==> src/design/dgs_pkg.sv <==
// ---------------------------------------------------------------------------
// Dezippered gain stage package
// Item types, merge control struct, sequencer states, register indexes and fixed constants.
// ---------------------------------------------------------------------------
`default_nettype none

package dgs_pkg;

  localparam int FIELDS = 4;
  localparam int GAIN_W = 18;
  localparam int SAMP_W = 16;

  localparam logic [GAIN_W-1:0] GAIN_MAX = 18'h3FFFF;
  localparam logic [GAIN_W-1:0] EPS_Q16  = 18'd65;
  localparam logic [16:0]       DZ_RATE  = 17'd83886;

  localparam logic REG_BUS_GAIN = 1'b0;
  localparam logic REG_CHANNELS = 1'b1;

  typedef logic signed [SAMP_W-1:0] samp_t;
  typedef samp_t [FIELDS-1:0] samp_vec_t;

  typedef struct packed {
    logic              block_start;
    logic [GAIN_W-1:0] target_gain;
    logic              source_silent;
    samp_t             sample_in_0;
    samp_t             sample_in_1;
    samp_t             sample_in_2;
    samp_t             sample_in_3;
  } in_item_t;

  typedef struct packed {
    samp_t             sample_out_0;
    samp_t             sample_out_1;
    samp_t             sample_out_2;
    samp_t             sample_out_3;
    logic [GAIN_W-1:0] applied_gain;
  } out_item_t;

  typedef struct packed {
    logic              silent;
    logic [2:0]        channels;
    logic [GAIN_W-1:0] gain;
  } merge_ctrl_t;

  typedef enum logic [2:0] {
    S_IDLE,
    S_DES,
    S_BLOCK,
    S_SNAP,
    S_STEP,
    S_UPD,
    S_LANE,
    S_DONE
  } state_t;

endpackage

`default_nettype wire

==> src/design/dgs_merge.sv <==
// ---------------------------------------------------------------------------
// Lane merge
// Masks inactive and silent lanes and packs the result item.
// ---------------------------------------------------------------------------
`default_nettype none

module dgs_merge (
  input  wire dgs_pkg::samp_vec_t    lane_res,
  input  wire dgs_pkg::merge_ctrl_t  ctrl,
  output dgs_pkg::out_item_t         item
);

  dgs_pkg::samp_vec_t masked;

  always_comb begin
    for (int i = 0; i < dgs_pkg::FIELDS; i++) begin
      if (!ctrl.silent && (4'(i) < {1'b0, ctrl.channels})) begin
        masked[i] = lane_res[i];
      end else begin
        masked[i] = '0;
      end
    end
    item.sample_out_0 = masked[0];
    item.sample_out_1 = masked[1];
    item.sample_out_2 = masked[2];
    item.sample_out_3 = masked[3];
    item.applied_gain = ctrl.silent ? '0 : ctrl.gain;
  end

endmodule

`default_nettype wire

==> config.mk <==
export PLATFORM = sky130hd
export DESIGN_NAME = dgs_merge
export DESIGN_NICKNAME = d
export VERILOG_FILES = /design/src/design/dgs_pkg.sv /design/src/design/dgs_merge.sv
export SDC_FILE = /design/constraint.sdc
export NUM_CORES = 1
export LEC_CHECK = 0
export ABC_AREA = 1
export BUFFER_PORTS_ARGS = -buffer_cell sky130_fd_sc_hd__buf_2
export CORE_AREA = 2 2 65 67
export DETAILED_ROUTE_END_ITERATION = 6
export DIE_AREA = 0 0 67 69
export PLACE_DENSITY = 0.68
export SETUP_SLACK_MARGIN = 0.5
export SLEW_MARGIN = 5
export SYNTH_ARGS = -nofsm -noshare
export SYNTH_HDL_FRONTEND = slang
export SYNTH_SLANG_ARGS = --single-unit
==> constraint.sdc <==
create_clock -name vclk -period 1.3
set_clock_uncertainty 0.2 [all_clocks]
set_input_delay 0.195 -clock vclk [all_inputs]
set_output_delay 0.195 -clock vclk [all_outputs]
set_load 0.005 [all_outputs]
### After elaboration in Yosys (flattened, before gate mapping)

Cells that the tools add are included.

| storage, ports and cells | value |
|---|---|
| register bits | 0 |
| logic and storage cells | 14 |

| cells by class | value |
|---|---|
| magnitude comparators | 4 |
| multiplexer cells | 5 |
| reductions and logical operators | 5 |

Operators by type and width:

| kind | number |
|---|---|
| 16-bit 2-to-1 mux | 4 |
| 18-bit 2-to-1 mux | 1 |
| 1-bit by 3-bit less-than comparator with 1-bit output (first input constant) | 2 |
| 2-bit by 3-bit less-than comparator with 1-bit output (first input constant) | 2 |
| 1-bit logical AND | 4 |
| 1-bit zero test | 1 |

### Longest topological paths before layout

Gate-level depths: netlist of run 1.

| logic depth | value |
|---|---|
| depth after elaboration | 3 |
| mapped depth | 5 |
| mapped depth without buffers | 4 |

### Least setup slack after synthesis of run 1

No wires, ideal clock.

| timing | value |
|---|---|
| path kind | input to output |
| from | input ctrl[21] (netlist name) |
| to | output item[39] (netlist name) |
| arrival | 0.764 ns |
| data required time | 0.905 ns |
| setup slack | 0.141 ns |
| stages on the path | 5 |
| cells stage by stage | buf_6 > inv_4 > nand3_4 > buf_2 > nor2_1 |

RTL lines:

| item | RTL line | RTL |
|---|---|---|
| start, declared | dgs_merge.sv:9 | `input wire dgs_pkg::merge_ctrl_t ctrl,` |
| end, declared | dgs_merge.sv:10 | `output dgs_pkg::out_item_t item` |

==> results of run 1 <==
==> where the power goes <==
group          switching [uW]  internal, uW
clock                       0             0
sequential                  0             0
combinational             351           398
total                     351           398
==> cell type report <==
type | instances | area share [%]
well taps | 50 | 2.55
multi-input cells | 89 | 34.0
inverters | 86 | 14.3
repair buffers | 188 | 49.2
==> tightest hold or removal path: stages <==
cell and delay (ns):
buf_2 0.07, inv_1 0.03, nor2_2 0.06, buf_2 0.11
==> cells in the final DEF (no fill, tap or decap), drive strengths merged <==
cell / instances
buf: 185
inv: 85
nor2: 82
nand2: 5
nand3: 2
clkbuf: 2
clkinv: 1
bufbuf: 1
==> metrics by stage <==
stage | setup TNS [ns] | cell area [um2]
floorplan | 0 | 1070
global placement | -0.562 | 2000
detailed placement | -1.17 | 2000
CTS | 0 | 2210
global route | -0.00423 | 2450
finish | 0 | 2450
==> worst paths after layout <==
kind / start / cells past startpoint / slack, ns / end
hold / removal: ctrl[9] / 4 / 0.47 / item[9]
setup / recovery: ctrl[20] / 7 / 0.03 / item[81]
==> cell usage after synthesis <==
| cell type | number | area (um2) |
|---|---|---|
| buf_2 | 5 | 25.0 |
| buf_6 | 1 | 11.3 |
| inv_1 | 84 | 315 |
| inv_2 | 1 | 3.75 |
| inv_4 | 1 | 6.26 |
| nand2_1 | 1 | 3.75 |
| nand2_2 | 4 | 25.0 |
| nand3_1 | 1 | 5.00 |
| nand3_4 | 1 | 17.5 |
| nor2_1 | 82 | 308 |
==> metal layers <==
metal  share of wire [%]  vias to the layer above  wire length [um]
met1                  32                      647              1200
met4                0.71                        0                27
met3                  12                        2               470
met2                  55                       99              2090
li1                    -                      820                 -
met5                   0                        -                 0
==> what timing repair did <==
action / in CTS / in global routing
gates cloned: 3 / 2
endpoints found under the setup margin: 82 / 82
pin swaps: 5 / 0
gates resized for setup: 27 / 43
buffers inserted: 2 / 2
hold endpoints to repair: 0 / 0
==> kinds of logic (layout without fill, tap and decap cells) <==
kind of cell	Yosys count	in the layout
simple gates	89	89
buf+inv	92	274
==> impl_metrics.py, run 1 <==
metrics = {
    "status": {
        "status": "completed",
    },
    "route": {
        "drc": 0,
        "drt_iter0_markers": 5,
        "via_per_inst": 3.80,
        "wl_per_cell_um": 9.16,
        "vias": 1568,
        "dr.pass1.iters": 4,
        "drt_wl_total_mm": 3.79,
        "ant_nets": 0,
    },
    "global_routing": {
        "grt_max_degree": 17,
        "grt.total_usage_pct": 13.9,
        "antenna_found_initial": 0,
        "grtUsageMet1_pct": 13.6,
        "grt_pass1_wl_mm": 5.47,
        "gr-total-overflow": 0,
        "grt_pass1_vias": 1371,
        "grt_use_met3_pct": 1.79,
        "top_usage_layer": "met2",
        "grt_use_met2_pct": 29.7,
    },
    "setup_path": {
        "worstSetupEndpointType": "output port",
        "worstPathRequired_ns": 0.90,
        "critical_path.startpoint_type": "input port",
        "crit_slowest_cell": "buf_12",
        "max_stage_delay_ns": 0.15,
        "crit_type": "in2out",
        "path_buf_inv": 4,
        "path_cells": "buf_8 -> inv_8 -> nand3_4 -> nand2_4 -> buf_12 -> nor2_1 -> buf_2",
        "critPathTopFamily": "buffers and inverters",
        "crit_path_max_fanout": 8,
        "arrival_ns": 0.87,
    },
    "placement": {
        "io_buffers": 168,
        "pre_cts_ws_ns": -0.0718,
        "finalWeightedCongestion": 0.721,
        "dp_hpwl_mm": 2.97,
        "dp_cells": 404,
    },
    "layout": {
        "n_fill_cell": 361,
        "seq_cell_count": 0,
        "clock_buffers": 0,
        "multi_input_area_um2": 835,
        "syn_to_final_growth_pct": 240,
        "finalNonFillerCells": 413,
        "final_nets": 451,
        "drive_above_1_share_pct": 75.5,
        "regArea_um2": 0,
        "fin_util_pct": 62.7,
        "diodes": 0,
    },
    "synthesis": {
        "yosysSeqAreaShare_pct": 0,
        "synth_top_family_by_area": "buffers and inverters",
        "synth-xor-area-share_pct": 0,
        "syn_inst": 181,
        "muxShareOfSynthArea_pct": 0,
        "synthAdderAreaFrac_pct": 0,
        "syn-cell-area_um2": 721,
        "yosys.area_share.simple_pct": 49.8,
        "synth_nets": 267,
        "ys_types": 10,
        "yosys_warnings": 0,
        "synth_compound_area_share_pct": 0,
        "synth.avg_cell_area_um2": 3.98,
    },
    "job": {
        "maxCapViolCount": 0,
    },
    "sta": {
        "hold_viol_final": 0,
        "max_slew_margin_pct": 92.6,
        "setup_viol": 0,
        "post-route-min-period_ns": 1.27,
        "period_share_pct": 97.5,
        "drv_slew": 0,
        "worst_pin_slew_ns": 0.111,
        "finalWorstSetupSlack_ns": 0.0329,
        "fmax_ghz": 0.789,
        "hold_ws_ns": 0.466,
        "rsz0062_at_grt": "true",
    },
    "hold_path": {
        "hp-class": "in2out",
    },
    "power_and_ir_drop": {
        "power.total_uw": 749,
        "vdd_drop_max_uv": 189,
        "p_per_area_mw_per_mm2": 305,
        "leakage_uw": 0.00162,
    },
    "floorplan": {
        "die_h_um": 69,
        "start_util_pct": 18.4,
        "die_w_um": 67,
        "rows": 23,
        "num_io_pins": 168,
        "dieArea_mm2": 0.00462,
        "core_area_mm2": 0.00391,
    },
    "clocking": {
        "hold_buffers": 0,
    },
}
Power figures use the tool's default switching activity.
==> run 2, diff against run 1 <==
--- a/config.mk
+++ b/config.mk
@@ -7,10 +7,11 @@
 export LEC_CHECK = 0
 export ABC_AREA = 1
 export BUFFER_PORTS_ARGS = -buffer_cell sky130_fd_sc_hd__buf_2
-export CORE_AREA = 2 2 65 67
+export CORE_ASPECT_RATIO = 0.75
+export CORE_MARGIN = 2
+export CORE_UTILIZATION = 21
 export DETAILED_ROUTE_END_ITERATION = 6
-export DIE_AREA = 0 0 67 69
-export PLACE_DENSITY = 0.68
+export PLACE_DENSITY = 0.79
 export SETUP_SLACK_MARGIN = 0.5
 export SLEW_MARGIN = 5
 export SYNTH_ARGS = -nofsm -noshare
==> constraint.sdc (replaced) <==
create_clock -name vclk -period 1.1
set_clock_uncertainty 0.2 [all_clocks]
set_input_delay 0.165 -clock vclk [all_inputs]
set_output_delay 0.165 -clock vclk [all_outputs]
set_load 0.005 [all_outputs]
==> impl_metrics.py, run 2 (same netlist as run 1, synthesis figures left out) <==
metrics = {
    "hold_path": {
        "hold_end": "item[19]",
        "worstHoldStart": "lane_res[49]",
        "hp-class": "in2out",
        "hold_depth": 4,
    },
    "layout": {
        "seq_cell_count": 0,
        "clock_buffers": 0,
        "drive_above_1_share_pct": 73.2,
        "mostFrequentLayoutCells": "buf_2, inv_1, nor2_4",
        "syn_to_final_growth_pct": 227,
        "final_nets": 446,
        "diodes": 0,
        "regArea_um2": 0,
        "fin_area_mm2": 0.00236,
        "finalNonFillerCells": 398,
        "n_fill_cell": 270,
        "fin_util_pct": 71.8,
        "final_common_cell": "buf_2",
    },
    "placement": {
        "pre_cts_ws_ns": -0.203,
        "dp_hpwl_mm": 2.93,
        "dp_cells": 393,
        "dpl_cell_area_mm2": 0.00198,
        "finalWeightedCongestion": 0.790,
        "io_buffers": 168,
    },
    "global_routing": {
        "grt_max_degree": 17,
        "grt_pass1_vias": 1283,
        "antenna_found_initial": 0,
        "grt_pass1_wl_mm": 5.18,
        "gr-total-overflow": 0,
        "grt.total_usage_pct": 16.1,
    },
    "clocking": {
        "cts_setup_buffers": 0,
        "hold_buffers": 0,
    },
    "sta": {
        "finalWorstSetupSlack_ns": -0.0818,
        "rsz0062_at_grt": "true",
        "fmax_ghz": 0.846,
        "drv_slew": 0,
        "hold_viol_final": 0,
        "period_share_pct": 107,
        "max_slew_margin_pct": 89.4,
        "post-route-min-period_ns": 1.18,
        "worst_pin_slew_ns": 0.159,
        "setup_viol": 63,
    },
    "route": {
        "drc": 0,
        "dr.pass1.iters": 4,
        "vias": 1562,
        "wl_per_cell_um": 9.53,
        "ant_nets": 0,
        "drt_wl_total_mm": 3.79,
        "via_per_inst": 3.92,
        "drt_iter0_markers": 17,
    },
    "setup_path": {
        "max_stage_delay_ns": 0.14,
        "worstPathRequired_ns": 0.73,
        "path_cells": "buf_8 -> inv_8 -> nand3_4 -> nand2_8 -> buf_12 -> nor2_4 -> buf_2",
        "critical_path.startpoint_type": "input port",
        "arrival_ns": 0.82,
        "crit_slowest_cell": "buf_12",
        "crit_type": "in2out",
        "worstSetupEndpointType": "output port",
        "crit_path_max_fanout": 5,
    },
    "floorplan": {
        "start_util_pct": 21.9,
        "rows": 18,
        "die_h_um": 54.7,
        "num_io_pins": 168,
        "core_area_mm2": 0.00329,
        "die_w_um": 71.6,
        "dieArea_mm2": 0.00392,
    },
    "power_and_ir_drop": {
        "comb_power_share_pct": 100.0,
        "power.switching_uw": 408,
        "p_sw_share_pct": 47.9,
        "vdd_drop_max_uv": 188,
        "leakage_uw": 0.00158,
        "intPower_uw": 445,
        "p_per_area_mw_per_mm2": 362,
        "seq_power_share_pct": 0,
        "power.total_uw": 854,
        "pwr-share-clk_pct": 0,
    },
    "status": {
        "status": "finished with violations",
        "violations": "setup timing",
    },
    "job": {
        "maxCapViolCount": 0,
    },
}
run 2: cell types whose count changed in the layout (fill, tap and decap cells not counted), moves of 2 or more:
cell    before  now
nor2_4      46   41
buf_8        1    3
buf_4        6    1
nor2_1       7   14
nor2_2      29   27
run 2: final cells by class:
| type | count | area [um2] | share of cell area (%) |
|---|---|---|---|
| Timing Repair Buffer | 182 | 1130 | 48.1 |
| Tap cell | 40 | 50.0 | 2.12 |
| Multi-Input combinational cell | 90 | 818 | 34.7 |
| Inverter | 86 | 357 | 15.1 |
run 2: critical path, delay by kind of cell:
family                 cells  cell delay, ns
AND/OR/NAND/NOR            3            0.22
buffers and inverters      4            0.44
run 2: through the flow:
stage | TNS [ns] | hold slack, ns
finish | -2.97 | 0.407
floorplan | 0 | 0.197
global route | -5.11 | 0.418
global placement | -6.75 | 0.396
CTS | -4.04 | 0.408
detailed placement | -7.63 | 0.403
run 2: timing repair:
action,4_1_cts,5_1_grt
gates resized for setup,42,24
pin swaps,23,7
endpoints found under the setup margin,82,82
gates cloned,3,2
run 2: power by group through the flow:
stage / clock, uW / sequential (uW) / combinational, uW
after floorplan: 0 / 0 / 367
after global placement: 0 / 0 / 667
after detailed placement: 0 / 0 / 682
after CTS: 0 / 0 / 794
after global routing: 0 / 0 / 933
final: 0 / 0 / 854
run 2: worst max-delay path by stage:
stage / startpoint / to / slack [ns]
after floorplan: ctrl[21] / item[39] / 0.05
after global placement: ctrl[20] / item[41] / -0.17
after detailed placement: ctrl[20] / item[41] / -0.20
after CTS: ctrl[20] / item[68] / -0.11
after global routing: ctrl[20] / item[68] / -0.12
final: ctrl[20] / item[77] / -0.08
run 2: metal layers:
metal	track usage (%)	vias up	share of wire (%)
met3	1.47	0	8.5
li1	-	816	-
met5	0	-	0
met4	0.314	0	0
met2	37.3	74	58
met1	16.6	672	33
==> run 3, diff against run 2 <==
--- a/config.mk
+++ b/config.mk
@@ -7,11 +7,10 @@
 export LEC_CHECK = 0
 export ABC_AREA = 1
 export BUFFER_PORTS_ARGS = -buffer_cell sky130_fd_sc_hd__buf_2
-export CORE_ASPECT_RATIO = 0.75
-export CORE_MARGIN = 2
-export CORE_UTILIZATION = 21
+export CORE_AREA = 2 2 65 67
 export DETAILED_ROUTE_END_ITERATION = 6
-export PLACE_DENSITY = 0.79
+export DIE_AREA = 0 0 67 69
+export PLACE_DENSITY = 0.68
 export SETUP_SLACK_MARGIN = 0.5
 export SLEW_MARGIN = 5
 export SYNTH_ARGS = -nofsm -noshare
==> constraint.sdc (replaced) <==
create_clock -name vclk -period 1.45
set_clock_uncertainty 0.2 [all_clocks]
set_input_delay 0.2175 -clock vclk [all_inputs]
set_output_delay 0.2175 -clock vclk [all_outputs]
set_load 0.005 [all_outputs]
==> impl_metrics.py, run 3 (same netlist as run 1, synthesis figures left out) <==
metrics = {
    "status": {
        "status": "completed",
    },
    "setup_path": {
        "worstSetupEndpointType": "output port",
        "arrival_ns": 0.89,
        "path_cells": "buf_6 -> inv_4 -> nand3_4 -> nand2_8 -> buf_12 -> nor2_1 -> buf_2",
        "crit_path_max_fanout": 8,
        "critical_path.startpoint_type": "input port",
        "max_stage_delay_ns": 0.15,
        "worstPathRequired_ns": 1.03,
        "crit_type": "in2out",
        "crit_slowest_cell": "buf_12",
    },
    "job": {
        "maxCapViolCount": 0,
    },
    "placement": {
        "io_buffers": 168,
        "pre_cts_ws_ns": 0.0284,
        "finalWeightedCongestion": 0.726,
        "dp_hpwl_mm": 2.96,
    },
    "power_and_ir_drop": {
        "leakage_uw": 0.00160,
        "p_per_area_mw_per_mm2": 271,
        "vdd_drop_max_uv": 120,
    },
    "layout": {
        "mostFrequentLayoutCells": "buf_2, inv_1, nor2_4",
        "final_nets": 450,
        "drive_above_1_share_pct": 74.6,
        "diodes": 0,
        "multi_input_area_um2": 822,
        "seq_cell_count": 0,
        "final_common_cell": "buf_2",
        "syn_to_final_growth_pct": 239,
        "clock_buffers": 0,
        "n_fill_cell": 341,
        "regArea_um2": 0,
        "fin_util_pct": 62.4,
    },
    "global_routing": {
        "grt_pass1_vias": 1429,
        "grt_pass1_wl_mm": 5.64,
        "grt.total_usage_pct": 14.4,
        "antenna_found_initial": 0,
        "grt_max_degree": 17,
        "gr-total-overflow": 0,
    },
    "sta": {
        "fmax_ghz": 0.765,
        "setup_viol": 0,
        "rsz0062_at_grt": "true",
        "final.setup.tns_ns": 0,
        "post-route-min-period_ns": 1.31,
        "hold_viol_final": 0,
        "max_slew_margin_pct": 88.4,
        "finalWorstSetupSlack_ns": 0.143,
        "period_share_pct": 90.1,
        "drv_slew": 0,
        "worst_pin_slew_ns": 0.175,
    },
    "hold_path": {
        "hp-class": "in2out",
    },
    "floorplan": {
        "rows": 23,
        "core_area_mm2": 0.00391,
        "dieArea_mm2": 0.00462,
        "die_w_um": 67,
        "die_h_um": 69,
        "num_io_pins": 168,
        "start_util_pct": 18.4,
    },
    "route": {
        "routed-wl-met3_um": 426,
        "dr.pass1.iters": 3,
        "drc": 0,
        "via_per_inst": 3.82,
        "drt_iter0_markers": 7,
        "drt_wl_total_mm": 3.79,
        "top_layer_used": "met4",
        "m1WireLength_mm": 1.31,
        "wl_per_cell_um": 9.20,
        "ant_nets": 0,
        "dr_wl_met2_mm": 2.02,
        "vias": 1573,
    },
    "clocking": {
        "hold_buffers": 0,
    },
}
run 3: area by class of cell:
type                            instances  area share [%]
Inverter                               86            15.2
Timing Repair Buffer                  186            48.5
Tap cell                               50            2.56
Multi-Input combinational cell         90            33.7
run 3: per-stage QoR:
stage                     hold WS [ns]  instances  power [uW]  cell area (um2)
after CTS                        0.509        407         613             2260
after global routing             0.519        412         723             2440
after detailed placement         0.508        401         514             1980
after global placement           0.503        401         507             1980
final                            0.507        412         662             2440
after floorplan                  0.302        181         278             1070
run 3: metal layers:
metal | global-route usage (%) | up-vias
met5 | 0 | -
met4 | 1.36 | 0
met3 | 0.979 | 4
met2 | 30.0 | 103
met1 | 15.3 | 642
li1 | - | 824
run 3: critical path, delay by kind of cell:
kind / cells / cell delay [ns]
buf+inv: 4 / 0.44
simple gates: 3 / 0.24
run 3: path summary, 6_finish.rpt:
check | start | to | slack, ns | cells after the start
hold / removal | lane_res[14] | item[80] | 0.51 | 4
setup / recovery | ctrl[18] | item[81] | 0.14 | 7
run 3: repair_timing:
item,CTS,global route
endpoints found under the setup margin,82,82
buffers inserted,2,4
resized for setup,45,29
pin swaps,26,11
gates cloned,4,1
run 3: report_power, final:
group	total (uW)	leakage, uW	switching (uW)	internal [uW]
Combinational	662	0.00161	312	349
Sequential	0	0	0	0
Clock	0	0	0	0
