<file path="src/design/dgs_pkg.sv">
// ---------------------------------------------------------------------------
// Dezippered gain stage package
// Item types, merge control struct, sequencer states, register indexes and fixed constants.
// ---------------------------------------------------------------------------
`default_nettype none

package dgs_pkg;

  localparam int FIELDS = 4;
  localparam int GAIN_W = 18;
  localparam int SAMP_W = 16;

  localparam logic [GAIN_W-1:0] GAIN_MAX = 18'h3FFFF;
  localparam logic [GAIN_W-1:0] EPS_Q16  = 18'd65;
  localparam logic [16:0]       DZ_RATE  = 17'd83886;

  localparam logic REG_BUS_GAIN = 1'b0;
  localparam logic REG_CHANNELS = 1'b1;

  typedef logic signed [SAMP_W-1:0] samp_t;
  typedef samp_t [FIELDS-1:0] samp_vec_t;

  typedef struct packed {
    logic              block_start;
    logic [GAIN_W-1:0] target_gain;
    logic              source_silent;
    samp_t             sample_in_0;
    samp_t             sample_in_1;
    samp_t             sample_in_2;
    samp_t             sample_in_3;
  } in_item_t;

  typedef struct packed {
    samp_t             sample_out_0;
    samp_t             sample_out_1;
    samp_t             sample_out_2;
    samp_t             sample_out_3;
    logic [GAIN_W-1:0] applied_gain;
  } out_item_t;

  typedef struct packed {
    logic              silent;
    logic [2:0]        channels;
    logic [GAIN_W-1:0] gain;
  } merge_ctrl_t;

  typedef enum logic [2:0] {
    S_IDLE,
    S_DES,
    S_BLOCK,
    S_SNAP,
    S_STEP,
    S_UPD,
    S_LANE,
    S_DONE
  } state_t;

endpackage

`default_nettype wire

</file>
<file path="src/design/dgs_lane.sv">
// ---------------------------------------------------------------------------
// Gain lane
// Registered sample-by-gain product, round half up and saturate to Q1.15.
// ---------------------------------------------------------------------------
`default_nettype none

module dgs_lane (
  input  wire logic                          clk,
  input  wire logic                          load,
  input  wire dgs_pkg::samp_t                sample,
  input  wire logic [dgs_pkg::GAIN_W-1:0]    gain,
  output dgs_pkg::samp_t                     res
);

  logic signed [34:0] prod;
  logic signed [34:0] rnd;
  logic signed [18:0] q;
  logic signed [18:0] g_s;

  assign g_s = {1'b0, gain};

  always_ff @(posedge clk) begin
    if (load) begin
      prod <= 35'(sample) * 35'(g_s);
    end
  end

  always_comb begin
    rnd = prod + 35'sd32768;
    q   = rnd[34:16];
    if (q > 19'sd32767) begin
      res = 16'sh7FFF;
    end else if (q < -19'sd32768) begin
      res = -16'sh8000;
    end else begin
      res = q[15:0];
    end
  end

endmodule

`default_nettype wire

</file>
<file path="config.mk">
export PLATFORM = sky130hd
export DESIGN_NAME = dgs_lane
export DESIGN_NICKNAME = d
export VERILOG_FILES = /design/src/design/dgs_pkg.sv /design/src/design/dgs_lane.sv
export SDC_FILE = /design/constraint.sdc
export NUM_CORES = 1
export LEC_CHECK = 0
export ABC_CLOCK_PERIOD_IN_PS = 6300
export CELL_PAD_IN_SITES_DETAIL_PLACEMENT = 1
export CELL_PAD_IN_SITES_GLOBAL_PLACEMENT = 2
export CORE_UTILIZATION = 39
export CTS_BUF_LIST = sky130_fd_sc_hd__clkbuf_8
export DETAILED_ROUTE_END_ITERATION = 6
export DONT_BUFFER_PORTS = 1
export PLACE_DENSITY_LB_ADDON = 0.1
export SYNTH_ARGS = -nofsm -noshare
export SYNTH_HDL_FRONTEND = slang
export SYNTH_SLANG_ARGS = --single-unit
</file>
<file path="constraint.sdc">
create_clock -name clk -period 6.3 [get_ports clk]
set_input_delay 0.63 -clock clk [delete_from_list [all_inputs] [get_ports clk]]
set_output_delay 0.63 -clock clk [all_outputs]
set_load 0.05 [all_outputs]
</file>
---- After elaboration in Yosys (flattened, before gate mapping) ----
Index checks and enable logic that the tools add are counted.
W data, S select, Z words.
storage, ports and cells
  register bits after elaboration ......... 35
  input port bits ......................... 36
  output and inout bits ................... 16
  logic and storage cells ................. 7
cells by class
  add/subtract/negate cells ............... 1
  $mul .................................... 1
  $lt $le $gt $ge ......................... 2
  mux-type cells .......................... 2
operators with widths
  operator                  count
  $add A35 B17 Y35 const B  1
  $mul A16 B19 Y35          1
  $mux W16                  2
  $gt A19 B16 Y1 const B    1
  $lt A19 B16 Y1 const B    1

---- Depth between registers and ports, before layout ----
Gate-level depths: netlist of the first run.
  word-level depth ........................ 4
  depth in mapped cells ................... 23

---- Worst setup path before layout of the first run ----
OpenSTA, ideal clock, no wires.
  path type ............................... in2reg
  from .................................... in sample[7]
  to ...................................... reg prod[28] (data pin)
  library setup time ...................... 0.260 ns
  arrival ................................. 6.090 ns
  required time ........................... 6.040 ns
  path slack .............................. -0.050 ns
  cell stages on the path ................. 21
  path buffers ............................ 3
  cells stage by stage .................... clkbuf_1 -> clkbuf_1 -> nand2_1 -> fa_1 -> inv_1 -> fa_1 -> fa_1 -> fa_1 -> fa_1 -> inv_1 -> fa_1 -> inv_1 -> ha_1 -> clkbuf_1 -> and3_1 -> a221oi_1 -> a21oi_1 -> a211oi_2 -> o21ai_1 -> a21oi_1 -> xnor2_1
between the ends
  word-level cells in the longest chain between the ends .. 1
RTL lines
  what                  line            text
  from (decl)           dgs_lane.sv:10  input wire dgs_pkg::samp_t sample,
  $mul A16 B19 Y35      dgs_lane.sv:24  prod <= 35'(sample) * 35'(g_s);
  to (signal assigned)  dgs_lane.sv:24
  to (decl)             dgs_lane.sv:15  logic signed [34:0] prod;
Every way passes these cells.
A chain may end at the register's enable or synchronous reset.

---- Final worst setup path of the first run ----
  from .................................... in gain[7] (netlist bit)
  to ...................................... reg prod[32] (data pin)
between the ends
  word-level cells in the longest chain between the ends .. 1
RTL lines
  what              line            text
  from (decl)       dgs_lane.sv:11  input wire logic [dgs_pkg::GAIN_W-1:0] gain,
  $mul A16 B19 Y35  dgs_lane.sv:24
Every way passes these cells.

==> flow_metrics.env, run 1 <==
export IMPL_cts_buffer_depth=2
export IMPL_crit_type="input pin to register"
export IMPL_synth_fp_nets=1597
export IMPL_rsz0062_at_grt="false"
export IMPL_final_core_util=0.4119
export IMPL_io_buffers=0
export IMPL_regMostFlops="prod"
export IMPL_synth_simple_gate_area_frac=0.1818
export IMPL_synth_area_top_cells="fa_1 (41%), ha_1 (14%), inv_1 (9.4%), and2_1 (7.6%), nand2_1 (5.7%)"
export IMPL_hold_path_class="input pin to register"
export IMPL_yosysTopAreaCell="fa_1"
export IMPL_grt_max_degree=21
export IMPL_dr_total_vias=7837
export IMPL_place_congestion=0.7734
export IMPL_synth_xor_area_share=0.02918
export IMPL_finalSetupTns_ps=0
export IMPL_synth_area_um2=10800
export IMPL_whs_path_depth=0
export IMPL_avgSynthCellArea_um2=8.885
export IMPL_grt_pass1_vias=8656
export IMPL_clkSlewWorstSetupHoldPaths_ps=80
export IMPL_maxSlewHeadroom=0.3122
export IMPL_first_pass_iters=4
export IMPL_layout_min_cycle_time_ps=5986
export IMPL_first_iter_violations=287
export IMPL_slew_violations=0
export IMPL_setup_viol=0
export IMPL_fin_crit_sh=0.9502
export IMPL_route_detailed_drc=0
export IMPL_avgViaCountPerCell=5.056
export IMPL_critPathLaunchType="input pin"
export IMPL_wl_per_cell_um=18.80
export IMPL_grt_pass1_wl_um=47600
export IMPL_synth_cell_types=57
export IMPL_cts_root_buf="clkbuf_8"
export IMPL_syn_inst=1216
export IMPL_hold_buffers=0
export IMPL_syn_to_final_growth_pct=3.313
export IMPL_core_area_um2=27100
export IMPL_synth_top_family_by_area="adder cells"
export IMPL_grt_usage=0.2175
export IMPL_cap_violations=0
export IMPL_ys_warn_count=0
export IMPL_fp_dieH_um=168.4
export IMPL_ys_dominant_reg_cell="edfxtp_1"
export IMPL_crit_path_end_kind="register"
export IMPL_largestRegisters="prod (20)"
export IMPL_initial_core_util=0.3987
export IMPL_timing_critical_path_required_ps=6320
export IMPL_worstPathMaxFanout=16
export IMPL_clock_sinks=20
export IMPL_fmax_mhz=167.0
export IMPL_antenna_found_initial=0
export IMPL_synthMuxAreaShare=0.0009265
export IMPL_die_w_um=168.4
export IMPL_largest_register_ffs=20
export IMPL_postCtsSetupBuffers=0
export IMPL_worstMarginPinSlew_ps=1035
export IMPL_cts_resized=0
export IMPL_arrival_ps=6000
export IMPL_ioPinCount=52
export IMPL_htree_levels=1
export IMPL_ys_seq_area_frac=0.05559
export IMPL_routed_wirelength_um=29150
export IMPL_synth_compound_area_frac=0.06589
export IMPL_synth_top_area_frac=0.4095
export IMPL_status="finished clean"
export IMPL_num_nets_final=1560
export IMPL_hpwl_um=24200
export IMPL_ys_seq_elements=20
export IMPL_yosys_area_share_adder=0.5531
export IMPL_rows=60
export IMPL_num_antenna_cells=0
export IMPL_synth_edf_count=20
export IMPL_cts_buffers=3
export IMPL_grt_overflow_total=0
export IMPL_drive_gt1_frac=0.02547
export IMPL_finalHoldViolCount=0
export IMPL_ys_async_sr_fraction=0
export IMPL_cts_tree="yes"
export IMPL_die_area_um2=28370
export IMPL_antenna_left=0
[final timing paths]
| check | start | slack (ps) | endpoint |
|---|---|---|---|
| worst min-delay path | load | 480 | prod[29] |
| worst max-delay path | gain[7] | 310 | prod[32] |
[cells in the final DEF, fill, tap and decap left out, types with 17 or more instances in the layout]
cell / count
inv_1: 270
fa_1: 221
nand2_1: 164
and2_1: 131
ha_1: 124
a21oi_1: 33
nor2_1: 25
edfxtp_1: 20
o21ai_0: 19
xnor2_1: 19
xor2_1: 17
[kinds of logic (layout without fill, tap and decap cells)]
group	after synthesis	count (layout)
fa+ha+maj	345	345
compound gates	108	108
buf+inv	320	282
simple gates	386	386
xor+xnor	36	36
flops	20	20
mux	1	1
[cell usage after synthesis, types with 2 or more instances]
library cell and instances:
and2_1 131, nand3_1 14, xor2_1 17, a21o_1 12
nand2_1 164, xnor2_1 19, edfxtp_1 20, nor2b_1 4
a31oi_1 2, o21ai_0 19, nor3_1 6, ha_1 124
and3_1 6, o21ai_2 10, a211oi_1 2, o21ai_1 7
a41o_1 2, fa_1 221, clkbuf_1 47, nor4_1 2
o21a_1 3, nand2b_1 8, a21oi_1 33, inv_1 270
nand4_1 14, nor2_1 25, o211ai_1 2, a211o_1 3
[worst max-delay path: stages]
cell and delay, ps:
and2_1 160, fa_1 530, inv_1 50, fa_1 510, fa_1 510, inv_1 50, fa_1 470, fa_1 550
inv_1 50, fa_1 530, inv_1 40, ha_1 390, nand3_1 200, nor2_1 60, a32oi_1 250, nand3_1 310
a211o_1 350, a31o_1 220, xor2_1 130
[final cells by class]
cell class                      instances  area, um^2
Inverter                              270        1013
Multi-Input combinational cell        876        8977
Sequential cell                        20       600.6
Tap cell                              372       465.4
Clock inverter                          1       3.754
Clock buffer                            3       41.29
Timing Repair Buffer                    8       60.06
Fill cell                            3170       15940
[per-stage QoR]
step	hold slack (ps)	area (um^2)	instances	worst slack, ps
final	477.6	11160	1550	313.6
after global routing	462.0	11160	1550	121.3
after CTS	471.8	11160	1550	369.2
after detailed placement	744.5	11120	1546	79.51
after global placement	744.1	11120	1546	132.8
after floorplan	742.5	10810	1216	2.564
[routing by layer]
metal	vias to the layer above	track usage	part of all wire
li1	3628	-	-
met3	18	0.01551	0.017
met5	-	0	0
met2	84	0.3944	0.52
met4	0	0.02688	0.013
met1	4107	0.2906	0.45
Power of run 1 is not shown: default switching activity piles up to over one toggle a cycle in this logic, so the estimate is an artifact.
==> inputs of run 2 (changes only) <==
--- a/config.mk
+++ b/config.mk
@@ -5,7 +5,8 @@
 export SDC_FILE = /design/constraint.sdc
 export NUM_CORES = 1
 export LEC_CHECK = 0
-export ABC_CLOCK_PERIOD_IN_PS = 6300
+export ABC_CLOCK_PERIOD_IN_PS = 4900
+export CAP_MARGIN = 20
 export CELL_PAD_IN_SITES_DETAIL_PLACEMENT = 1
 export CELL_PAD_IN_SITES_GLOBAL_PLACEMENT = 2
 export CORE_UTILIZATION = 39
==> constraint.sdc (replaced) <==
create_clock -name clk -period 4.9 [get_ports clk]
set_input_delay 0.49 -clock clk [delete_from_list [all_inputs] [get_ports clk]]
set_output_delay 0.49 -clock clk [all_outputs]
set_load 0.05 [all_outputs]
==> flow_metrics.env, run 2 (same netlist as run 1, synthesis figures left out) <==
export IMPL_status="complete, but fails checks"
export IMPL_failed_checks="setup timing"
export IMPL_die_area_um2=28370
export IMPL_clkSlewWorstSetupHoldPaths_ps=70
export IMPL_fillers=3096
export IMPL_multi_input_area_um2=9609
export IMPL_rows=60
export IMPL_timing_critical_path_required_ps=4910
export IMPL_routed_wirelength_um=30260
export IMPL_layout_min_cycle_time_ps=5396
export IMPL_hpwl_um=24910
export IMPL_rsz0062_at_grt="true"
export IMPL_grt_max_degree=21
export IMPL_antenna_found_initial=1
export IMPL_ioPinCount=52
export IMPL_io_buffers=0
export IMPL_slew_violations=0
export IMPL_fp_dieH_um=168.4
export IMPL_regMostFlops="prod"
export IMPL_cts_tree="yes"
export IMPL_first_iter_violations=264
export IMPL_num_antenna_cells=0
export IMPL_grt_usage=0.2284
export IMPL_core_area_um2=27100
export IMPL_cts_root_buf="clkbuf_8"
export IMPL_cts_buffers=3
export IMPL_syn_to_final_growth_pct=14.59
export IMPL_first_pass_iters=4
export IMPL_largest_register_ffs=20
export IMPL_crit_path_end_kind="register"
export IMPL_worstPathMaxFanout=10
export IMPL_critPathLaunchType="input pin"
export IMPL_fmax_mhz=185.3
export IMPL_htree_levels=1
export IMPL_grt_overflow_total=0
export IMPL_setup_viol=20
export IMPL_regArea_um2=600.6
export IMPL_finalHoldViolCount=0
export IMPL_place_congestion=0.7743
export IMPL_antenna_left=0
export IMPL_maxSlewHeadroom=0.3079
export IMPL_fin_crit_sh=1.101
export IMPL_drive_gt1_frac=0.1761
export IMPL_num_nets_final=1631
export IMPL_avgViaCountPerCell=4.919
export IMPL_worstMarginPinSlew_ps=1041
export IMPL_setup_slack_ps=-496.4
export IMPL_hold_buffers=0
export IMPL_clock_sinks=20
export IMPL_cts_buffer_depth=2
export IMPL_grt_pass1_vias=9395
export IMPL_final_common_cell="inv_1"
export IMPL_route_detailed_drc=0
export IMPL_initial_core_util=0.3987
export IMPL_hold_path_class="input pin to register"
export IMPL_cap_violations=0
export IMPL_die_w_um=168.4
export IMPL_dr_total_vias=7973
export IMPL_finalSetupTns_ps=-6678
export IMPL_arrival_ps=5410
export IMPL_mostFrequentLayoutCells="inv_1 (250), fa_1 (203), nand2_1 (157)"
export IMPL_wl_per_cell_um=18.67
export IMPL_largestRegisters="prod (20)"
export IMPL_grt_pass1_wl_um=50470
export IMPL_crit_type="input pin to register"
[run 2: through the flow]
stage                     cells  utilization  hold slack, ps  cell area (um^2)  setup slack [ps]
after floorplan            1216            -           602.5             11290            -662.0
after global placement     1596       0.4343           606.4             11770             -1020
after detailed placement   1596       0.4343           606.5             11770             -1013
after CTS                  1611       0.4479           335.7             12140            -588.7
after global routing       1621       0.4568           330.4             12380            -684.2
final                      1621       0.4568           342.8             12380            -496.4
[run 2: path summary, 6_finish.rpt]
| kind | cells past startpoint | start | to | slack (ps) |
|---|---|---|---|---|
| worst max-delay path | 19 | sample[15] | prod[28] | -500 |
| worst min-delay path | 0 | load | prod[15] | 340 |
[run 2: per-layer routing]
metal | GRT usage | wire (um) | vias to the layer above
met5 | 0 | 0 | -
met3 | 0.01316 | 649 | 12
met4 | 0.02174 | 195 | 0
li1 | - | - | 3763
met2 | 0.4305 | 15830 | 89
met1 | 0.2964 | 13580 | 4109
[run 2: critical path, stage by stage]
cell and delay [ps]:
clkinvlp_4 100, buf_12 160, nor2_2 80, fa_1 440, fa_1 470, fa_1 550
fa_1 450, fa_1 560, inv_2 50, fa_1 490, inv_1 60, ha_4 230
a21o_1 190, a221oi_4 350, a21oi_2 120, a211oi_4 260, o21ai_2 130, a21oi_2 140
xnor2_1 80
[run 2: area by class of cell]
cell class                      instances  area share
Clock buffer                            3    0.003335
Clock inverter                          1   0.0003032
Tap cell                              372     0.03759
Sequential cell                        20     0.04851
Inverter                              270     0.08216
Multi-Input combinational cell        876      0.7762
Timing Repair Buffer                   79     0.05195
[run 2: timing repair]
action                     in CTS  in global routing
buffers inserted               13                 13
resized for setup              63                 42
pin swaps                      41                 66
setup endpoints to repair      20                 20
Power of run 2 is left out for the same reason.
==> inputs of run 3 (changes only) <==
==> constraint.sdc (replaced) <==
create_clock -name clk -period 4.9 [get_ports clk]
set_input_delay 0.245 -clock clk [delete_from_list [all_inputs] [get_ports clk]]
set_output_delay 0.245 -clock clk [all_outputs]
set_load 0.05 [all_outputs]
==> flow_metrics.env, run 3 (same netlist as run 1, synthesis figures left out) <==
export IMPL_hpwl_um=24750
export IMPL_cts_buffers=3
export IMPL_grt_max_degree=21
export IMPL_setup_slack_ps=-252.8
export IMPL_antenna_left=0
export IMPL_grt_pass1_vias=9536
export IMPL_io_buffers=0
export IMPL_slew_violations=0
export IMPL_cap_violations=0
export IMPL_final_common_cell="inv_1"
export IMPL_arrival_ps=5160
export IMPL_setup_viol=15
export IMPL_mostFrequentLayoutCells="inv_1 (249), fa_1 (201), nand2_1 (157)"
export IMPL_crit_path_end_kind="register"
export IMPL_fin_crit_sh=1.052
export IMPL_multi_input_area_um2=9643
export IMPL_fp_dieH_um=168.4
export IMPL_cp_common_cell="fa_1"
export IMPL_die_area_um2=28370
export IMPL_failed_checks="setup timing"
export IMPL_avgViaCountPerCell=4.970
export IMPL_regMostFlops="prod"
export IMPL_routed_wirelength_um=29990
export IMPL_htree_levels=1
export IMPL_timing_critical_path_required_ps=4910
export IMPL_die_w_um=168.4
export IMPL_ioPinCount=52
export IMPL_status="complete, but fails checks"
export IMPL_initial_core_util=0.3987
export IMPL_largest_register_ffs=20
export IMPL_hold_buffers=0
export IMPL_fillers=3181
export IMPL_cts_buffer_depth=2
export IMPL_hold_start="load"
export IMPL_first_iter_violations=157
export IMPL_num_nets_final=1641
export IMPL_slowest_delay_ps=550
export IMPL_regArea_um2=600.6
export IMPL_grt_usage=0.2280
export IMPL_first_pass_iters=4
export IMPL_route_detailed_drc=0
export IMPL_num_antenna_cells=0
export IMPL_min_to="prod[26]"
export IMPL_finalHoldViolCount=0
export IMPL_rsz0062_at_grt="true"
export IMPL_crit_type="input pin to register"
export IMPL_clock_sinks=20
export IMPL_worstPathMaxFanout=10
export IMPL_postPlaceCellArea_um2=11800
export IMPL_cts_root_buf="clkbuf_8"
export IMPL_rows=60
export IMPL_dr_total_vias=8101
export IMPL_grt_overflow_total=0
export IMPL_worstMarginPinSlew_ps=1028
export IMPL_critPathLaunchType="input pin"
export IMPL_place_congestion=0.7969
export IMPL_core_area_um2=27100
export IMPL_fin_area_um2=12500
export IMPL_grt_pass1_wl_um=50510
export IMPL_fmax_mhz=194.1
export IMPL_wl_per_cell_um=18.40
export IMPL_maxSlewHeadroom=0.3167
export IMPL_clkSlewWorstSetupHoldPaths_ps=70
export IMPL_layout_min_cycle_time_ps=5153
export IMPL_cts_tree="yes"
export IMPL_whs_path_depth=0
export IMPL_hold_path_class="input pin to register"
export IMPL_largestRegisters="prod (20)"
export IMPL_cp_cell_sequence="clkinvlp_4 > buf_6 > nor2_4 > fa_1 > fa_1 > fa_1 > fa_1 > fa_1 > inv_1 > fa_1 > inv_2 > ha_4 > a21o_4 > a221oi_4 > a21oi_2 > a211oi_2 > o21ai_2 > buf_4 > xor2_2"
export IMPL_drive_gt1_frac=0.1932
export IMPL_syn_to_final_growth_pct=15.66
export IMPL_antenna_found_initial=0
export IMPL_cp_slowest_cell="fa_1"
run 3: changes by cell type in the layout (fill, tap and decap cells not counted), sizes merged:
cell    previous run  this run
clkinv             1         0
buf               79        89
run 3: how the worst max path moves through the flow:
| stage | startpoint | to | slack [ps] |
|---|---|---|---|
| 2_1_floorplan | sample[6] | prod[28] | -420 |
| 3_3_place_gp | sample[15] | prod[28] | -640 |
| 3_5_place_dp | sample[15] | prod[28] | -660 |
| 4_1_cts | sample[15] | prod[28] | -320 |
| 5_1_grt | gain[5] | prod[30] | -440 |
| 6_report | sample[15] | prod[27] | -250 |
run 3: area by class of cell:
class	count	share of cell area
Clock buffer	3	0.003304
Inverter	270	0.08141
Multi-Input combinational cell	876	0.7717
Sequential cell	20	0.04806
Tap cell	372	0.03725
Timing Repair Buffer	89	0.05828
run 3: per-layer routing:
metal / vias up / GRT usage / routed length (um)
li1: 3782 / - / -
met1: 4213 / 0.2854 / 13090
met2: 80 / 0.4351 / 15960
met3: 26 / 0.01316 / 433
met4: 0 / 0.03636 / 505
met5: - / 0 / 0
run 3: critical path: cells and delay by family:
kind / cells / cell delay (ps)
adder cells (fa/ha/maj): 7 / 3140
AO/OA/AOI/OAI: 5 / 970
buffers and inverters: 5 / 560
XOR/XNOR: 1 / 140
AND/OR/NAND/NOR: 1 / 100
run 3: per-stage QoR:
step	hold WS, ps	utilization	setup TNS, ps	setup WS (ps)	cells
4_1_cts	97.94	0.4538	-2510	-323.2	1629
2_1_floorplan	357.5	-	-3460	-417.0	1216
3_5_place_dp	362.0	0.4355	-8870	-661.8	1600
6_report	107.9	0.4611	-2320	-252.8	1630
5_1_grt	88.94	0.4611	-4889	-436.5	1630
3_3_place_gp	361.8	0.4355	-8311	-640.8	1600
run 3: timing repair:
| item | in CTS | in global routing |
|---|---|---|
| setup endpoints to repair | 18 | 20 |
| resized for setup | 64 | 54 |
| pin swaps | 43 | 56 |
| setup buffers | 27 | 8 |
Power of run 3 is left out for the same reason.
